<file path="src/bmrs_pkg.sv">
// Shared types and constants for the bitmap run statistics block.
`default_nettype none

package bmrs_pkg;

  // Field widths
  localparam int unsigned BYTE_BITS  = 8;
  localparam int unsigned NBITS_W    = 4;   // bit_count field
  localparam int unsigned COUNT_W    = 17;  // bit counters and span length
  localparam int unsigned SUM_W      = COUNT_W + 1;
  localparam int unsigned RUNS_W     = 16;  // run counter
  localparam int unsigned BYTE_CNT_W = 4;   // 0..8 bits of one byte
  localparam int unsigned BYTE_RUN_W = 3;   // at most 4 run starts in one byte
  localparam int unsigned BIT_IDX_W  = 3;   // index into one byte

  // Commands
  typedef enum logic [1:0] {
    CMD_BYTE       = 2'd0,
    CMD_SET_SPAN   = 2'd1,
    CMD_CLEAR_SPAN = 2'd2,
    CMD_FLUSH      = 2'd3
  } cmd_e;

  // One input item
  typedef struct packed {
    cmd_e                 command;
    logic [BYTE_BITS-1:0] data_byte;
    logic [NBITS_W-1:0]   bit_count;
    logic [COUNT_W-1:0]   span_length;
  } item_t;

  // One result item
  typedef struct packed {
    logic [COUNT_W-1:0] total_bits;
    logic [COUNT_W-1:0] clear_bits;
    logic [COUNT_W-1:0] set_bits;
    logic [RUNS_W-1:0]  clear_runs;
  } result_t;

  // Summary of one partial byte, from the byte scanner to the accumulator
  typedef struct packed {
    logic [BYTE_CNT_W-1:0] set_cnt;
    logic [BYTE_CNT_W-1:0] clr_cnt;
    logic [BYTE_RUN_W-1:0] run_cnt;
    logic                  last_bit;
    logic                  any_bits;
  } scan_t;

endpackage

`default_nettype wire

</file>
<file path="src/bmrs_if.sv">
// Valid/ready channel interfaces for input items and result items.
`default_nettype none

interface bmrs_in_if;
  logic              valid;
  logic              ready;
  bmrs_pkg::item_t   payload;

  modport source (output valid, output payload, input ready);
  modport sink   (input valid, input payload, output ready);
endinterface

interface bmrs_out_if;
  logic              valid;
  logic              ready;
  bmrs_pkg::result_t payload;

  modport source (output valid, output payload, input ready);
  modport sink   (input valid, input payload, output ready);
endinterface

`default_nettype wire

</file>
<file path="src/bmrs_byte_scan.sv">
// Scans the relevant low bits of one bitmap byte: set/clear counts, run starts, last bit.
`default_nettype none

module bmrs_byte_scan (
  input  logic [bmrs_pkg::BYTE_BITS-1:0] data_byte_i,
  input  logic [bmrs_pkg::NBITS_W-1:0]   bit_count_i,
  input  logic                           run_start_i,  // a clear bit 0 opens a run
  output bmrs_pkg::scan_t                scan_o
);
  import bmrs_pkg::*;

  logic [BYTE_CNT_W-1:0] n_eff;
  logic [BYTE_CNT_W-1:0] n_m1;
  logic [BYTE_BITS-1:0]  bit_en;
  logic [BYTE_BITS-1:0]  opens;

  // Clamp bit count to one byte and build the lane enables
  always_comb begin
    n_eff = (bit_count_i > NBITS_W'(BYTE_BITS)) ? BYTE_CNT_W'(BYTE_BITS)
                                                : BYTE_CNT_W'(bit_count_i);
    for (int i = 0; i < BYTE_BITS; i++) begin
      bit_en[i] = (BYTE_CNT_W'(i) < n_eff);
    end
  end

  assign n_m1 = n_eff - BYTE_CNT_W'(1);

  // A clear bit opens a run when the bit before it is set (bit 0: when run_start_i)
  always_comb begin
    opens[0] = bit_en[0] & ~data_byte_i[0] & run_start_i;
    for (int i = 1; i < BYTE_BITS; i++) begin
      opens[i] = bit_en[i] & ~data_byte_i[i] & data_byte_i[i-1];
    end
  end

  // Per-byte counts
  always_comb begin
    scan_o.set_cnt = '0;
    scan_o.clr_cnt = '0;
    scan_o.run_cnt = '0;
    for (int i = 0; i < BYTE_BITS; i++) begin
      scan_o.set_cnt = scan_o.set_cnt + BYTE_CNT_W'(bit_en[i] & data_byte_i[i]);
      scan_o.clr_cnt = scan_o.clr_cnt + BYTE_CNT_W'(bit_en[i] & ~data_byte_i[i]);
      scan_o.run_cnt = scan_o.run_cnt + BYTE_RUN_W'(opens[i]);
    end
    scan_o.any_bits = (n_eff != '0);
    scan_o.last_bit = data_byte_i[n_m1[BIT_IDX_W-1:0]];
  end

endmodule

`default_nettype wire

</file>
<file path="src/bmrs_accum.sv">
// Saturating statistics counters and run-edge tracking for one container.
`default_nettype none

module bmrs_accum #(
  parameter int unsigned CONTAINER_BITS = 65536
) (
  input  logic              clk_i,
  input  logic              rst_ni,
  input  logic              take_i,       // staged item is consumed this cycle
  input  bmrs_pkg::item_t   item_i,
  input  bmrs_pkg::scan_t   scan_i,
  output logic              run_start_o,  // next clear bit opens a run
  output logic              emit_o,       // flush of a non-empty container
  output bmrs_pkg::result_t result_o
);
  import bmrs_pkg::*;

  localparam int unsigned BITS_CAP = (CONTAINER_BITS < 131071) ? CONTAINER_BITS : 131071;
  localparam int unsigned RUNS_CAP = ((CONTAINER_BITS + 1) / 2 < 65535)
                                     ? (CONTAINER_BITS + 1) / 2 : 65535;
  localparam logic [SUM_W-1:0]  BITS_LIM = SUM_W'(BITS_CAP);
  localparam logic [RUNS_W:0]   RUNS_LIM = (RUNS_W + 1)'(RUNS_CAP);

  logic [COUNT_W-1:0] bits_q, bits_d;
  logic [COUNT_W-1:0] clear_q, clear_d;
  logic [COUNT_W-1:0] set_q, set_d;
  logic [RUNS_W-1:0]  runs_q, runs_d;
  logic               prev_q, prev_d;

  logic [COUNT_W-1:0]    set_add;
  logic [COUNT_W-1:0]    clr_add;
  logic [BYTE_RUN_W-1:0] run_add;
  logic                  new_bit;
  logic                  touch;
  logic                  empty;

  logic [SUM_W-1:0]  bits_sum, clear_sum, set_sum;
  logic [SUM_W-1:0]  bits_sat, clear_sat, set_sat;
  logic [RUNS_W:0]   runs_sum, runs_sat;

  assign empty       = (bits_q == '0);
  assign run_start_o = empty | prev_q;
  assign emit_o      = take_i && (item_i.command == CMD_FLUSH) && !empty;

  assign result_o.total_bits = bits_q;
  assign result_o.clear_bits = clear_q;
  assign result_o.set_bits   = set_q;
  assign result_o.clear_runs = runs_q;

  // Command decode: what this item adds to each counter
  always_comb begin
    set_add = '0;
    clr_add = '0;
    run_add = '0;
    new_bit = prev_q;
    touch   = 1'b0;
    unique case (item_i.command)
      CMD_BYTE: begin
        set_add = COUNT_W'(scan_i.set_cnt);
        clr_add = COUNT_W'(scan_i.clr_cnt);
        run_add = scan_i.run_cnt;
        new_bit = scan_i.last_bit;
        touch   = scan_i.any_bits;
      end
      CMD_SET_SPAN: begin
        set_add = item_i.span_length;
        new_bit = 1'b1;
        touch   = (item_i.span_length != '0);
      end
      CMD_CLEAR_SPAN: begin
        clr_add = item_i.span_length;
        new_bit = 1'b0;
        touch   = (item_i.span_length != '0);
        run_add = BYTE_RUN_W'(touch & run_start_o);
      end
      CMD_FLUSH: begin
        touch = 1'b0;
      end
      default: begin
        touch = 1'b0;
      end
    endcase
  end

  // Saturating sums
  always_comb begin
    bits_sum  = SUM_W'(bits_q) + SUM_W'(set_add) + SUM_W'(clr_add);
    clear_sum = SUM_W'(clear_q) + SUM_W'(clr_add);
    set_sum   = SUM_W'(set_q) + SUM_W'(set_add);
    runs_sum  = (RUNS_W + 1)'(runs_q) + (RUNS_W + 1)'(run_add);
    bits_sat  = (bits_sum  > BITS_LIM) ? BITS_LIM : bits_sum;
    clear_sat = (clear_sum > BITS_LIM) ? BITS_LIM : clear_sum;
    set_sat   = (set_sum   > BITS_LIM) ? BITS_LIM : set_sum;
    runs_sat  = (runs_sum  > RUNS_LIM) ? RUNS_LIM : runs_sum;
  end

  // Next state: update on bits, clear on flush
  always_comb begin
    bits_d  = bits_q;
    clear_d = clear_q;
    set_d   = set_q;
    runs_d  = runs_q;
    prev_d  = prev_q;
    if (take_i) begin
      if (item_i.command == CMD_FLUSH) begin
        bits_d  = '0;
        clear_d = '0;
        set_d   = '0;
        runs_d  = '0;
        prev_d  = 1'b0;
      end else if (touch) begin
        bits_d  = bits_sat[COUNT_W-1:0];
        clear_d = clear_sat[COUNT_W-1:0];
        set_d   = set_sat[COUNT_W-1:0];
        runs_d  = runs_sat[RUNS_W-1:0];
        prev_d  = new_bit;
      end
    end
  end

  always_ff @(posedge clk_i or negedge rst_ni) begin
    if (!rst_ni) begin
      bits_q  <= '0;
      clear_q <= '0;
      set_q   <= '0;
      runs_q  <= '0;
      prev_q  <= 1'b0;
    end else begin
      bits_q  <= bits_d;
      clear_q <= clear_d;
      set_q   <= set_d;
      runs_q  <= runs_d;
      prev_q  <= prev_d;
    end
  end

endmodule

`default_nettype wire

</file>
<file path="src/bitmap_run_statistics.sv">
// Top level of the bitmap run statistics block.
`default_nettype none

// Takes one command per cycle unless a flush stalls (byte of up to 8 bits,
// all-set span, all-clear span, flush) and keeps saturating counts of total,
// set and clear bits and of clear-bit runs for the current container. Each
// command passes an input register and is then folded into the counters;
// the counter update loops through the counter registers and sets the rate
// of one item per clock. A flush of a non-empty container, held in the input
// register, loads the result register, which drives the output; a flush
// of an empty container gives no result. The result register decouples the
// sides: items keep flowing while a result waits, and only a flush stalls
// when the previous result is still untaken. Bit counters saturate at
// CONTAINER_BITS (at most 131071), the run counter at half of it rounded up
// (at most 65535). No clearing pass after reset.
module bitmap_run_statistics #(
  parameter int unsigned CONTAINER_BITS = 65536
) (
  input  logic              clk_i,
  input  logic              rst_ni,
  bmrs_in_if.sink           in_i,
  bmrs_out_if.source        out_o
);
  import bmrs_pkg::*;

  logic    s1_valid_q, s1_valid_d;
  item_t   s1_item_q;
  logic    out_valid_q, out_valid_d;
  result_t out_data_q, out_data_d;

  logic    out_space;
  logic    s1_go;
  logic    run_start;
  logic    emit;
  scan_t   scan;
  result_t stats;

  // Handshake: a flush needs room in the result register
  assign out_space  = !out_valid_q || out_o.ready;
  assign s1_go      = s1_valid_q && ((s1_item_q.command != CMD_FLUSH) || out_space);
  assign in_i.ready = !s1_valid_q || s1_go;

  assign s1_valid_d  = in_i.valid | (s1_valid_q & ~s1_go);
  assign out_valid_d = emit | (out_valid_q & ~out_o.ready);
  assign out_data_d  = emit ? stats : out_data_q;

  assign out_o.valid   = out_valid_q;
  assign out_o.payload = out_data_q;

  bmrs_byte_scan u_scan (
    .data_byte_i (s1_item_q.data_byte),
    .bit_count_i (s1_item_q.bit_count),
    .run_start_i (run_start),
    .scan_o      (scan)
  );

  bmrs_accum #(
    .CONTAINER_BITS (CONTAINER_BITS)
  ) u_accum (
    .clk_i       (clk_i),
    .rst_ni      (rst_ni),
    .take_i      (s1_go),
    .item_i      (s1_item_q),
    .scan_i      (scan),
    .run_start_o (run_start),
    .emit_o      (emit),
    .result_o    (stats)
  );

  // Control registers
  always_ff @(posedge clk_i or negedge rst_ni) begin
    if (!rst_ni) begin
      s1_valid_q  <= 1'b0;
      out_valid_q <= 1'b0;
    end else begin
      s1_valid_q  <= s1_valid_d;
      out_valid_q <= out_valid_d;
    end
  end

  // Payload registers: input stage loads on transfer
  always_ff @(posedge clk_i) begin
    if (in_i.valid && in_i.ready) begin
      s1_item_q <= in_i.payload;
    end
    out_data_q <= out_data_d;
  end

endmodule

`default_nettype wire

</file>
<file path="src/flat_wrapper.sv">
// flat-port wrapper written by rule: the top's interface ports become plain ports
module bitmap_run_statistics_flat import bmrs_pkg::*;
#(
  parameter int unsigned CONTAINER_BITS = 65536
)
  (clk_i, rst_ni, in_i_valid, in_i_payload, in_i_ready, out_o_valid, out_o_payload, out_o_ready);
  bmrs_in_if in_i_i ();
  bmrs_out_if out_o_i ();
  input  logic clk_i;
  input  logic rst_ni;
  input wire logic [$bits(in_i_i.valid)-1:0] in_i_valid;
  input wire logic [$bits(in_i_i.payload)-1:0] in_i_payload;
  output wire logic [$bits(in_i_i.ready)-1:0] in_i_ready;
  output wire logic [$bits(out_o_i.valid)-1:0] out_o_valid;
  output wire logic [$bits(out_o_i.payload)-1:0] out_o_payload;
  input wire logic [$bits(out_o_i.ready)-1:0] out_o_ready;
  assign in_i_i.valid = in_i_valid;
  assign in_i_i.payload = in_i_payload;
  assign in_i_ready = in_i_i.ready;
  assign out_o_valid = out_o_i.valid;
  assign out_o_payload = out_o_i.payload;
  assign out_o_i.ready = out_o_ready;
  bitmap_run_statistics #(.CONTAINER_BITS(CONTAINER_BITS)) u_core (.clk_i(clk_i), .rst_ni(rst_ni), .in_i(in_i_i), .out_o(out_o_i));
endmodule
</file>
<file path="config.mk">
export PLATFORM = sky130hd
export DESIGN_NAME = bitmap_run_statistics_flat
export DESIGN_NICKNAME = d
export VERILOG_FILES = /design/src/bmrs_pkg.sv /design/src/bmrs_if.sv /design/src/bmrs_byte_scan.sv /design/src/bmrs_accum.sv /design/src/bitmap_run_statistics.sv /design/src/flat_wrapper.sv
export SDC_FILE = /design/constraint.sdc
export NUM_CORES = 1
export LEC_CHECK = 0
export ABC_AREA = 1
export BUFFER_PORTS_ARGS = -buffer_cell sky130_fd_sc_hd__buf_2
export CORE_AREA = 2 2 186 188
export DETAILED_ROUTE_END_ITERATION = 16
export DIE_AREA = 0 0 188 190
export GPL_TIMING_DRIVEN = 0
export SLEW_MARGIN = 20
export SYNTH_ARGS = -nofsm -noshare
export SYNTH_HDL_FRONTEND = slang
export SYNTH_HIERARCHICAL = 1
export SYNTH_SLANG_ARGS = --single-unit
</file>
<file path="constraint.sdc">
create_clock -name clk_i -period 8.02 [get_ports clk_i]
set_clock_uncertainty 0.2 [all_clocks]
set_input_delay 1.604 -clock clk_i [delete_from_list [all_inputs] [get_ports clk_i]]
set_output_delay 1.604 -clock clk_i [all_outputs]
set_load 0.005 [all_outputs]
</file>
==> results_dict.tcl <==
set metrics [dict create \
    grt_pass1_vias 9407 \
    grt_pass1_wl_um 48560 \
    outcome "completed" \
    end_kind "register" \
    clk_path_buf_depth 2 \
    yosys.area.top_type "edfxtp_1" \
    crit_slowest_cell "fa_1" \
    stdcell_count 2098 \
    clk_pin_slew_ns 0.07 \
    min_period_ns 6.745 \
    leakage_nw 7.050 \
    grt_max_degree 37 \
    relSlewSlack_pct 53.27 \
    p_per_area_nw_per_um2 264.3 \
    internal_power_mw 2.105 \
    seqCellArea_um2 4695 \
    wl_per_cell_um 14.41 \
    cts.htree.levels 4 \
    drc_errors 0 \
    power_mw 3.548 \
    start_util_pct 34.23 \
    syn_avg_cell_area_um2 7.727 \
    ys_seq_area_share_pct 40.40 \
    maxCapViolCount 0 \
    cp.arrival_ns 6.93 \
    syn_area_um2 11620 \
    core_area_um2 33950 \
    antenna_found_initial 0 \
    critPathLaunchType "register" \
    cp_slowest_stage_delay_ns 0.56 \
    diodes 0 \
    layout-drive-gt1-share_pct 13.88 \
    ys_seq_elements 168 \
    post_cts_buffers 0 \
    synth_cells 1504 \
    multi_input_area_um2 5858 \
    dr.pass1.iters 5 \
    yosys-top-cells-area "edfxtp_1, nand2_1, dfrtp_1, inv_1, ha_1" \
    dieWidth_um 188 \
    power_switching_share_pct 40.67 \
    drtIter0Drc 610 \
    setup_violations 0 \
    clk_latency_ns 0.45 \
    tritoncts "built" \
    slew_violations 0 \
    cts-root-buf "clkbuf_16" \
    nNetsFinal 1764 \
    grt_usage_pct 17.45 \
    hpwl_um 24240 \
    worstMarginPinSlew_ns 0.7010 \
    p_switching_mw 1.443 \
    clkSinkCount 168 \
    num_vias 9714 \
    crit_fanout 10 \
    fill_cells 3525 \
    path_delay_family "adder cells" \
    synth.net_count 1638 \
    gp_congestion 0.9039 \
    yosysWarnings 6 \
    cts_buffers 17 \
    area_growth_pct 15.50 \
    critPathKind "register to register" \
    comb_power_share_pct 39.2 \
    hp-class "register to register" \
    max_freq_mhz 148.3 \
    finalCritPeriodShare_pct 84.10 \
    layout_commonest_cell "nand2_1" \
    critPathBufInv 8 \
    ys_async_sr_fraction_pct 41.67 \
    synth_edf_count 98 \
    ios 104 \
    cts_resized 0 \
    final_util_pct 39.54 \
    die_height_um 190 \
    num_rows 68 \
    wl_um 30230 \
    pwr-share-seq_pct 36.4 \
    die_area_um2 35720 \
    layout_common_cells "nand2_1, inv_1, nor2_1, buf_2, edfxtp_1" \
    rsz0062_at_grt "no" \
    cp.required_ns 8.20 \
    synth-main-ff-cell "edfxtp_1" \
    cts_hold_buffers 0 \
    io_buffers 103 \
    ir_drop_mv 0.1609 \
    dp_cells 2066 \
    via_per_inst 4.630 \
    yosysTopAreaCellShare_pct 25.32 \
    hold_viol 0 \
    synth.distinct_cells 43 \
    power_frac_clock_pct 24.4 \
    setup_tns_ns 0 \
    ant_nets 0 \
    gr-total-overflow 0 \
]
-- final timing paths --
path / startpoint / end / slack (ns) / depth (start not counted)
max: u_core/s1_item_q[17] / u_core/u_accum/bits_q[14] / 1.28 / 33
min: u_core/u_accum/set_q[14] / u_core/out_o.payload[30] / 0.29 / 0
max reg2reg: u_core/s1_item_q[17] / u_core/u_accum/bits_q[14] / 1.28 / 33
min reg2reg: u_core/u_accum/set_q[14] / u_core/out_o.payload[30] / 0.29 / 0
max in group asynchronous: rst_ni / u_core/u_accum/clear_q[3] / 6.12 / 2
min in group asynchronous: rst_ni / u_core/u_accum/set_q[12] / 0.92 / 1
-- stage by stage --
| step | hold WS [ns] | worst slack (ns) | cell area (um2) |
|---|---|---|---|
| after global placement | 0.2758 | 0.3919 | 12710 |
| after detailed placement | 0.2767 | 1.334 | 12810 |
| after global routing | 0.3076 | 0.7745 | 13420 |
| after CTS | 0.2958 | 1.309 | 13420 |
| final | 0.2945 | 1.275 | 13420 |
| after floorplan | 0.2534 | 2.102 | 11620 |
-- registers in the layout (all words and copies together), names as in the netlist --
name / flops
u_core/u_accum/prev_q: 1
u_core/s1_valid_q: 1
u_core/out_o.valid: 1
u_core/u_accum/bits_q: 17
u_core/u_accum/clear_q: 17
u_core/u_accum/runs_q: 16
u_core/out_o.payload: 67
u_core/u_accum/set_q: 17
u_core/s1_item_q: 31
-- worst reg2reg max path: cells and delay by family, from the launching register on --
kind | cells | cell delay [ns]
simple gates | 15 | 1.63
flops | 1 | 0.37
buf+inv | 8 | 0.71
compound gates | 1 | 0.16
fa+ha+maj | 9 | 3.61
-- power groups by stage --
stage          Clock (mW)  Sequential, mW  Combinational [mW]
2_1_floorplan           0            1.24                1.02
3_5_place_dp            0            1.31                1.38
3_3_place_gp            0            1.32                1.35
4_1_cts             0.899            1.29                1.39
5_1_grt             0.929            1.32                1.58
6_report            0.867            1.29                1.39
-- per-layer routing --
metal / share of wire (%) / up-vias / wire length (um) / global-route usage, %
met5: 0 / - / 0 / 0
met4: 2.2 / 0 / 668 / 5.845
met3: 4.0 / 36 / 1196 / 3.081
met2: 45 / 198 / 13610 / 28.09
met1: 49 / 4503 / 14750 / 23.76
li1: - / 4977 / - / -
-- synth_stat cells, types with 10 or more instances --
master    count
nand3_1      85
nand2_1     541
dfrtp_1      70
fa_1         33
inv_1       241
nor2_1      129
a21oi_1      49
ha_1         66
nor3_1       18
nand4_1      13
nand3b_1     12
nand2_2      35
edfxtp_1     98
o21ai_0      10
nand3_2      19
-- kinds of logic after synthesis --
group | synth area share [%]
simple gates | 32.70
flops | 40.40
buf+inv | 9.259
xor+xnor | 1.195
fa+ha+maj | 12.79
compound gates | 3.661
-- cell type report --
cell class                      instances  share of cell area, %
Clock inverter                         15                  1.389
Clock buffer                           17                  3.169
Sequential cell                       168                  34.97
Tap cell                              455                  4.241
Inverter                              245                  6.851
Buffer                                 23                  1.165
Timing Repair Buffer                  107                  4.567
Multi-Input combinational cell       1068                  43.64
Power figures use the tool's default switching activity.
